==> src/sv/bclb_pkg.sv <==
`timescale 1ns / 1ps
`default_nettype none
// ----------------------------------------------------------------------------
// bclb_pkg
// Shared types, widths and fixed-point helpers for the bicubic basis block.
// ----------------------------------------------------------------------------
package bclb_pkg;

    localparam int COORD_W  = 16;
    localparam int OUT_W    = 20;
    localparam int NODE_W   = 4;
    localparam int INT_FRAC = 28;
    localparam int INT_W    = 31;
    localparam int FAC_W    = 34;
    localparam int PROD_W   = 2 * FAC_W;
    localparam int SPLIT_W  = 17;

    typedef logic signed [INT_W-1:0] int_t;
    typedef logic signed [FAC_W-1:0] fac_t;
    typedef fac_t [3:0]              fac_set_t;

    localparam int_t SQRT3_Q = 31'sd464943848;
    localparam int_t ONE_Q   = 31'sd268435456;

    localparam logic [NODE_W-1:0]       NODE_LAST = 4'd15;
    localparam logic signed [OUT_W-1:0] OUT_MAX   = 20'sh7FFFF;
    localparam logic signed [OUT_W-1:0] OUT_MIN   = 20'sh80000;

    localparam logic signed [2*INT_W-1:0] QMUL_HALF = (2 * INT_W)'(1) << (INT_FRAC - 1);

    // stage load enables of the coordinate pipeline
    typedef struct packed {
        logic s1;
        logic s2;
        logic s3;
        logic s4;
    } axis_adv_t;

    // stage load enables of the product pipeline
    typedef struct packed {
        logic p2;
        logic p3;
        logic p4;
    } mul_adv_t;

    // Q.28 product, round to nearest with ties up
    function automatic int_t qmul(input int_t a, input int_t b);
        logic signed [2*INT_W-1:0] p;
        logic signed [2*INT_W-1:0] sh;
        p  = a * b;
        p  = p + QMUL_HALF;
        sh = p >>> INT_FRAC;
        return sh[INT_W-1:0];
    endfunction

endpackage
`default_nettype wire

==> src/sv/bclb_mul.sv <==
`timescale 1ns / 1ps
`default_nettype none
// ----------------------------------------------------------------------------
// bclb_mul
// Split 34x34 product over partial-product, combine and round/saturate stages.
// ----------------------------------------------------------------------------
module bclb_mul #(
    parameter int FRAC_BITS = 14
) (
    input  logic                              clk,
    input  bclb_pkg::mul_adv_t                adv,
    input  bclb_pkg::fac_t                    a,
    input  bclb_pkg::fac_t                    b,
    output logic signed [bclb_pkg::OUT_W-1:0] res
);
    import bclb_pkg::*;

    localparam int SH   = 2 * INT_FRAC + 4 - FRAC_BITS;
    localparam int HI_W = FAC_W - SPLIT_W;
    localparam int LO_P = FAC_W + SPLIT_W + 1;
    localparam int HI_P = FAC_W + HI_W;
    localparam logic signed [PROD_W-1:0] HALF  = PROD_W'(1) << (SH - 1);
    localparam logic signed [PROD_W-1:0] MAX_W = PROD_W'(OUT_MAX);
    localparam logic signed [PROD_W-1:0] MIN_W = PROD_W'(OUT_MIN);

    logic signed [SPLIT_W:0]   b_lo;
    logic signed [HI_W-1:0]    b_hi;
    logic signed [LO_P-1:0]    plo;
    logic signed [HI_P-1:0]    phi;
    logic signed [LO_P-1:0]    plo_reg;
    logic signed [HI_P-1:0]    phi_reg;
    logic signed [PROD_W-1:0]  prod_reg;
    logic signed [PROD_W-1:0]  rounded;
    logic signed [OUT_W-1:0]   sat;
    logic signed [OUT_W-1:0]   res_reg;

    always_comb
    begin
        b_lo = $signed({1'b0, b[SPLIT_W-1:0]});
        b_hi = $signed(b[FAC_W-1:SPLIT_W]);
        plo  = a * b_lo;
        phi  = a * b_hi;
    end

    always_comb
    begin
        rounded = (prod_reg + HALF) >>> SH;
        if (rounded > MAX_W)
        begin
            sat = OUT_MAX;
        end
        else if (rounded < MIN_W)
        begin
            sat = OUT_MIN;
        end
        else
        begin
            sat = rounded[OUT_W-1:0];
        end
    end

    always_ff @(posedge clk)
    begin
        if (adv.p2)
        begin
            plo_reg <= plo;
            phi_reg <= phi;
        end
        if (adv.p3)
        begin
            prod_reg <= (PROD_W'(phi_reg) <<< SPLIT_W) + PROD_W'(plo_reg);
        end
        if (adv.p4)
        begin
            res_reg <= sat;
        end
    end

    assign res = res_reg;

endmodule
`default_nettype wire

==> config.mk <==
export PLATFORM = sky130hd
export DESIGN_NAME = bclb_mul
export DESIGN_NICKNAME = d
export VERILOG_FILES = /design/src/sv/bclb_pkg.sv /design/src/sv/bclb_mul.sv
export SDC_FILE = /design/constraint.sdc
export NUM_CORES = 2
export LEC_CHECK = 0
export BUFFER_PORTS_ARGS = -buffer_cell sky130_fd_sc_hd__buf_2
export CAP_MARGIN = 20
export CORE_ASPECT_RATIO = 1.75
export CORE_MARGIN = 2
export CORE_UTILIZATION = 30
export CTS_BUF_LIST = sky130_fd_sc_hd__clkbuf_4 sky130_fd_sc_hd__clkbuf_8
export DETAILED_ROUTE_END_ITERATION = 8
export PLACE_DENSITY = 0.47
export SYNTH_ARGS = -nofsm -noshare
export SYNTH_HDL_FRONTEND = slang
export SYNTH_SLANG_ARGS = --single-unit
==> constraint.sdc <==
create_clock -name clk -period 7.4 [get_ports clk]
set_input_delay 1.11 -clock clk [delete_from_list [all_inputs] [get_ports clk]]
set_output_delay 1.11 -clock clk [all_outputs]
set_load 0.02 [all_outputs]
# ---- Yosys cells after proc, flatten, opt, wreduce, memory -nomap -nowiden
# Index checks and enable logic that the tools add are counted.
dict set report word_totals {
  regBits 191
  latchBits 0
  ramBits 0
  romBits 0
  input_bits 72
  out_inout_bits 20
  wordCells 11
  mem_count 0
}
dict set report classes {
  add_sub_neg 2
  multipliers 2
  div_mod_pow 0
  magnitude_cmp 2
  eq_ne 0
  n_shift 0
  n_mux 1
  bitwise_logic 0
  n_reduce_logical 0
}
# operator n
set ops {}
lappend ops {{68-bit by 47-bit adder with 68-bit output, second input constant} 1}
lappend ops {{68-bit by 52-bit adder with 68-bit output} 1}
lappend ops {{34-bit by 18-bit multiplier with 52-bit output} 1}
lappend ops {{34-bit by 17-bit multiplier with 51-bit output} 1}
lappend ops {{22-bit by 20-bit greater-than comparator with 1-bit output, second input constant} 1}
lappend ops {{22-bit by 20-bit less-than comparator with 1-bit output, second input constant} 1}
lappend ops {{20-bit 2-to-1 mux} 1}

# ---- Logic depth before layout (Yosys ltp)
dict set report depth {
  ltp_word 3
  ltp_mapped 26
  ltp_nobuf 24
}

# ---- Worst setup path before layout
# Ideal clock, no wire load.
dict set report synth_timing {
  kind {input port to flip-flop}
  start {input b[19]}
  end {register phi_reg[49] (data pin)}
  setup_ns 0.260
  arrival_time_ns 7.034
  required_ns 7.140
  setup_slack_ns 0.106
  cell_stages 23
  n_path_buf 2
  cell_sequence {clkbuf_1 -> clkbuf_1 -> nand2_1 -> fa_1 -> fa_1 -> fa_1 -> fa_1 -> inv_1 -> fa_1 -> inv_1 -> fa_1 -> inv_1 -> ha_1 -> a21o_1 -> a21o_1 -> a2111oi_4 -> nand2_2 -> a311oi_2 -> o41ai_2 -> a211oi_2 -> o21ai_2 -> a221oi_2 -> xnor2_1}
}
dict set report synth_via {
  elab_chain_len 1
}
# item line
set synth_rtl {}
lappend synth_rtl {{start, declared} bclb_mul.sv:13} ;# input bclb_pkg::fac_t b,
lappend synth_rtl {{34-bit by 17-bit multiplier with 51-bit output} bclb_mul.sv:42} ;# phi = a * b_hi;
lappend synth_rtl {{net phi[49]} bclb_mul.sv:29} ;# logic signed [HI_P-1:0] phi;
lappend synth_rtl {{end signal, assigned} bclb_mul.sv:67} ;# phi_reg <= phi;
lappend synth_rtl {{end, declared} bclb_mul.sv:31} ;# logic signed [HI_P-1:0] phi_reg;
# The timed path passes the listed nets, and every way through them passes these cells.
# A chain may end at the register's enable or synchronous reset.

# ---- Worst setup path after layout
dict set report layout_timing {
  start {input a[5]}
  end {register phi_reg[49] (data pin)}
}
dict set report layout_via {
  elab_chain_len 1
}
# item line
set layout_rtl {}
lappend layout_rtl {{start, declared} bclb_mul.sv:12} ;# input bclb_pkg::fac_t a,
lappend layout_rtl {{34-bit by 17-bit multiplier with 51-bit output} bclb_mul.sv:42}
lappend layout_rtl {{net phi[49]} bclb_mul.sv:29}
# The timed path passes the listed nets, and every way through them passes these cells.

==> results.md <==
* Most area-consuming cells after synthesis: sky130_fd_sc_hd__fa_1 49%, sky130_fd_sc_hd__inv_1 9.8%, sky130_fd_sc_hd__edfxtp_1 8.7%
* Standard cell with the maximum stage delay on the critical path: sky130_fd_sc_hd__fa_1
* Share of final-layout standard cells stronger than drive strength 1 at 0.121
* Final ANT Viol Nets at 0
* 1st-iter DRT viols at approximately 1,200
* Crit path max-delay family: adder cells
* Pre-CTS worst setup slack at -0.400 ns
* Portion of synthesized cell area occupied by the leading cell type at 0.493
* DRC violations left at 0
* Cell area after synthesis at 44,600 sq um
* Most used flip-flop cell after synthesis: sky130_fd_sc_hd__edfxtp_1
* Drt total wl at ~140 mm
* Average cell area after synthesis at around 9.4 sq um
* Critical path required time at around 7.7 ns
* Syn nets at just over 6,000
* Post-CTS clock slew at the launch and capture registers of the worst setup and hold paths at roughly 0.1 ns
* Number of global-route vias before repair at about 37,000
* Ys async rst share at 0
* Element type at the critical path end: flip-flop
* Kind of launch point of the worst setup path: input pin
* Nets at about 6,600
* Post-DP HPWL at 121 mm
* Final weighted congestion in routability-driven placement at approximately 0.9
* Number of hold buffers added after cts at 0
* Type of the worst setup path: input pin to flip-flop
* Starting Density at 0.301
* Max_slew headroom at 0.385
* Endpoint of the worst setup timing path: phi_reg[49]
* Number of hold violations in the final report at 0
* Worst Skew at between 0.02 and 0.025 ns
* Latest clock arrival within the worst-skew pair at ~0.52 ns
* Reg2Reg Depth at 11
* Initial antenna violation count at 4
* Number of distinct library cell variants in the gate-level netlist after synthesis at 67
* Crit path buffers/inverters at 6
* Worst slew pin tran at 0.922 ns
* DR pass1 iterations at 8
* Startpoint of the lowest-slack register-to-register path: plo_reg[21]
* Die width at 296 um
* Maximum number of pins on one net before global-route repair at around 60
* Critical path peak fanout at 7
* GR Util All Layers at 0.191
* Number of buffers on the longest clock path at 2
* Post-Syn Instances at ~4,800
* Crit path cell chain: buf_2 > buf_4 > and2_1 > fa_1 > inv_1 > fa_1 > fa_1 > fa_1 > inv_1 > fa_1 > inv_1 > fa_1 > inv_1 > ha_1 > a21o_1 > a21o_1 > a2111oi_4 > nand2_2 > a311oi_4 > o41ai_4 > a211oi_2 > o21ai_2 > a221oi_2 > xnor2_1
* Congestion Overflow GR at 0
* Shortest clock period the worst path allows after layout at 7.16 ns
* Sequential element share of the synthesized area at 0.0868
* Vias post-DR at 32,520
* RR Endpoint: prod_reg[67]
* Worst R2R Setup Slack at approximately 3.6 ns
* Setup tns final at 0 ns
* Yosys warns at 0
* Hold Path Origin: prod_reg[49]
* Total clock buffers created by CTS at 17
* Root buffer selected by CTS: sky130_fd_sc_hd__clkbuf_8
* Library cell with the largest summed area after synthesis: sky130_fd_sc_hd__fa_1
* Most frequently used cell type in the post-synthesis netlist: sky130_fd_sc_hd__inv_1
* Most frequent cells after synthesis: 1,170 x sky130_fd_sc_hd__inv_1, 1,100 x sky130_fd_sc_hd__fa_1, 734 x sky130_fd_sc_hd__nand2_1
* Total stage count of the critical path at 24
* Port buffer count at just over 90
* Most frequent cell on the critical path: sky130_fd_sc_hd__fa_1
* Wire length per cell after detailed routing at a little under 20 um
* Die Height at 514 um
* # Max-Cap Violations at 0
* Register bit total from synthesis at around 130
* Hold Crit Class: flip-flop to flip-flop
* Max FFs per register at slightly above 50
* Number of buffers added for setup after CTS at 0
* Max-slew violation count at 0
* Fmax achieved at about 0.14 GHz
* Hold depth at 2
* Total die area at 152,000 sq um
* Setup-failing EPs final at 0
* Area growth from synthesis to layout at 15.0%
* Result of the run: finished, final reports clean
* Number of enable flip-flop cells after synthesis at about 130
* Launching element of the worst setup path: a[5]
* Core outline area at approximately 150,000 sq um
* Portion of the clock cycle consumed by the worst path in the final layout at 0.968
* Top Ports at between 90 and 100
* Wire length of the first global-routing pass at 214 mm
* Min setup slack post-route at 0.235 ns
* Delay contributed by the slowest stage of the critical path at approximately 0.57 ns
* TritonCTS clock tree: yes
* Sink Count at between 100 and 150
* Standard-cell row count at 187
* Routed via count divided by cell count at between 4 and 5
* Number of H-tree levels at 4
* Critical Path AT at between 7 and 8 ns
cell usage in the layout, fill, tap and decap left out, types with 4 or more instances in the layout:
cell / instances
sky130_fd_sc_hd__inv_6: 5
sky130_fd_sc_hd__o2111ai_1: 5
sky130_fd_sc_hd__a21oi_1: 109
sky130_fd_sc_hd__nor3_1: 16
sky130_fd_sc_hd__inv_8: 6
sky130_fd_sc_hd__o21bai_1: 12
sky130_fd_sc_hd__o21a_1: 16
sky130_fd_sc_hd__inv_1: 1170
sky130_fd_sc_hd__o211ai_1: 6
sky130_fd_sc_hd__a21o_1: 34
sky130_fd_sc_hd__ha_1: 288
sky130_fd_sc_hd__o21ai_1: 6
sky130_fd_sc_hd__nand2b_1: 14
sky130_fd_sc_hd__nand4_1: 19
sky130_fd_sc_hd__edfxtp_1: 129
sky130_fd_sc_hd__and2_1: 452
sky130_fd_sc_hd__o21ai_0: 66
sky130_fd_sc_hd__a211oi_1: 7
sky130_fd_sc_hd__clkbuf_8: 17
sky130_fd_sc_hd__nand3_1: 29
sky130_fd_sc_hd__nor2b_1: 16
sky130_fd_sc_hd__xnor2_1: 95
sky130_fd_sc_hd__nor2_1: 96
sky130_fd_sc_hd__buf_2: 82
sky130_fd_sc_hd__buf_4: 434
sky130_fd_sc_hd__diode_2: 4
sky130_fd_sc_hd__fa_1: 1100
sky130_fd_sc_hd__and3_1: 13
sky130_fd_sc_hd__nor4_2: 5
sky130_fd_sc_hd__or3_1: 5
sky130_fd_sc_hd__buf_12: 43
sky130_fd_sc_hd__and4_1: 4
sky130_fd_sc_hd__clkbuf_4: 8
sky130_fd_sc_hd__nand2_1: 734
sky130_fd_sc_hd__xor2_1: 35
sky130_fd_sc_hd__a31oi_1: 11
metal layers:
layer  share of wire  track usage  up-vias
met4            0.11        0.168        4
met3           0.021       0.0141      338
met5         0.00015            0        -
met1            0.31        0.175    16851
li1                -            -    14671
met2            0.56        0.372      656
worst min path at each step:
stage / to / slack [ns]
after global placement: res[3] / 0.68
after floorplan: res[3] / 0.62
after detailed placement: res[3] / 0.67
after CTS: res[3] / 0.70
final: res[3] / 0.67
after global routing: res[3] / 0.71
tightest hold or removal path: stages, from the launching register on:
cell                       delay (ns)
sky130_fd_sc_hd__edfxtp_1        0.37
sky130_fd_sc_hd__xor2_1          0.07
sky130_fd_sc_hd__o21ai_0         0.13
stage by stage:
step / hold slack [ns] / instance area, sq um / instances / util
floorplan: 0.616 / 44600 / 4771 / -
global placement: 0.683 / 50800 / 7094 / 0.343
detailed placement: 0.669 / 50800 / 7094 / 0.343
CTS: 0.699 / 51200 / 7126 / 0.346
global route: 0.707 / 51300 / 7129 / 0.347
finish: 0.675 / 51300 / 7131 / 0.347
final cells by class:
cell class	count	area, sq um
clock inverter	15	181
inverter	1170	4390
sequential	129	3870
clock buffer	17	234
fill	15377	96800
multi-input combinational	3244	35600
antenna	4	10.0
timing repair buffer	568	4600
tap	1984	2480
cells by family (layout without fill, tap and decap cells):
group / Yosys count / after routing / share of synthesized area
buffers and inverters: 1398 / 1770 / 0.118
other: 0 / 4 / 0
XOR/XNOR: 130 / 130 / 0.0255
AO/OA/AOI/OAI: 316 / 316 / 0.0454
AND/OR/NAND/NOR: 1410 / 1410 / 0.151
flip-flops: 129 / 129 / 0.0868
adder cells (fa/ha/maj): 1388 / 1388 / 0.574
repair_timing:
item	in CTS	in global routing
hold endpoints to repair	0	0
setup endpoints to repair	0	15
gates resized for setup	0	16
Power is not shown: default switching activity piles up to over one toggle a cycle in this logic, so the estimate is an artifact.
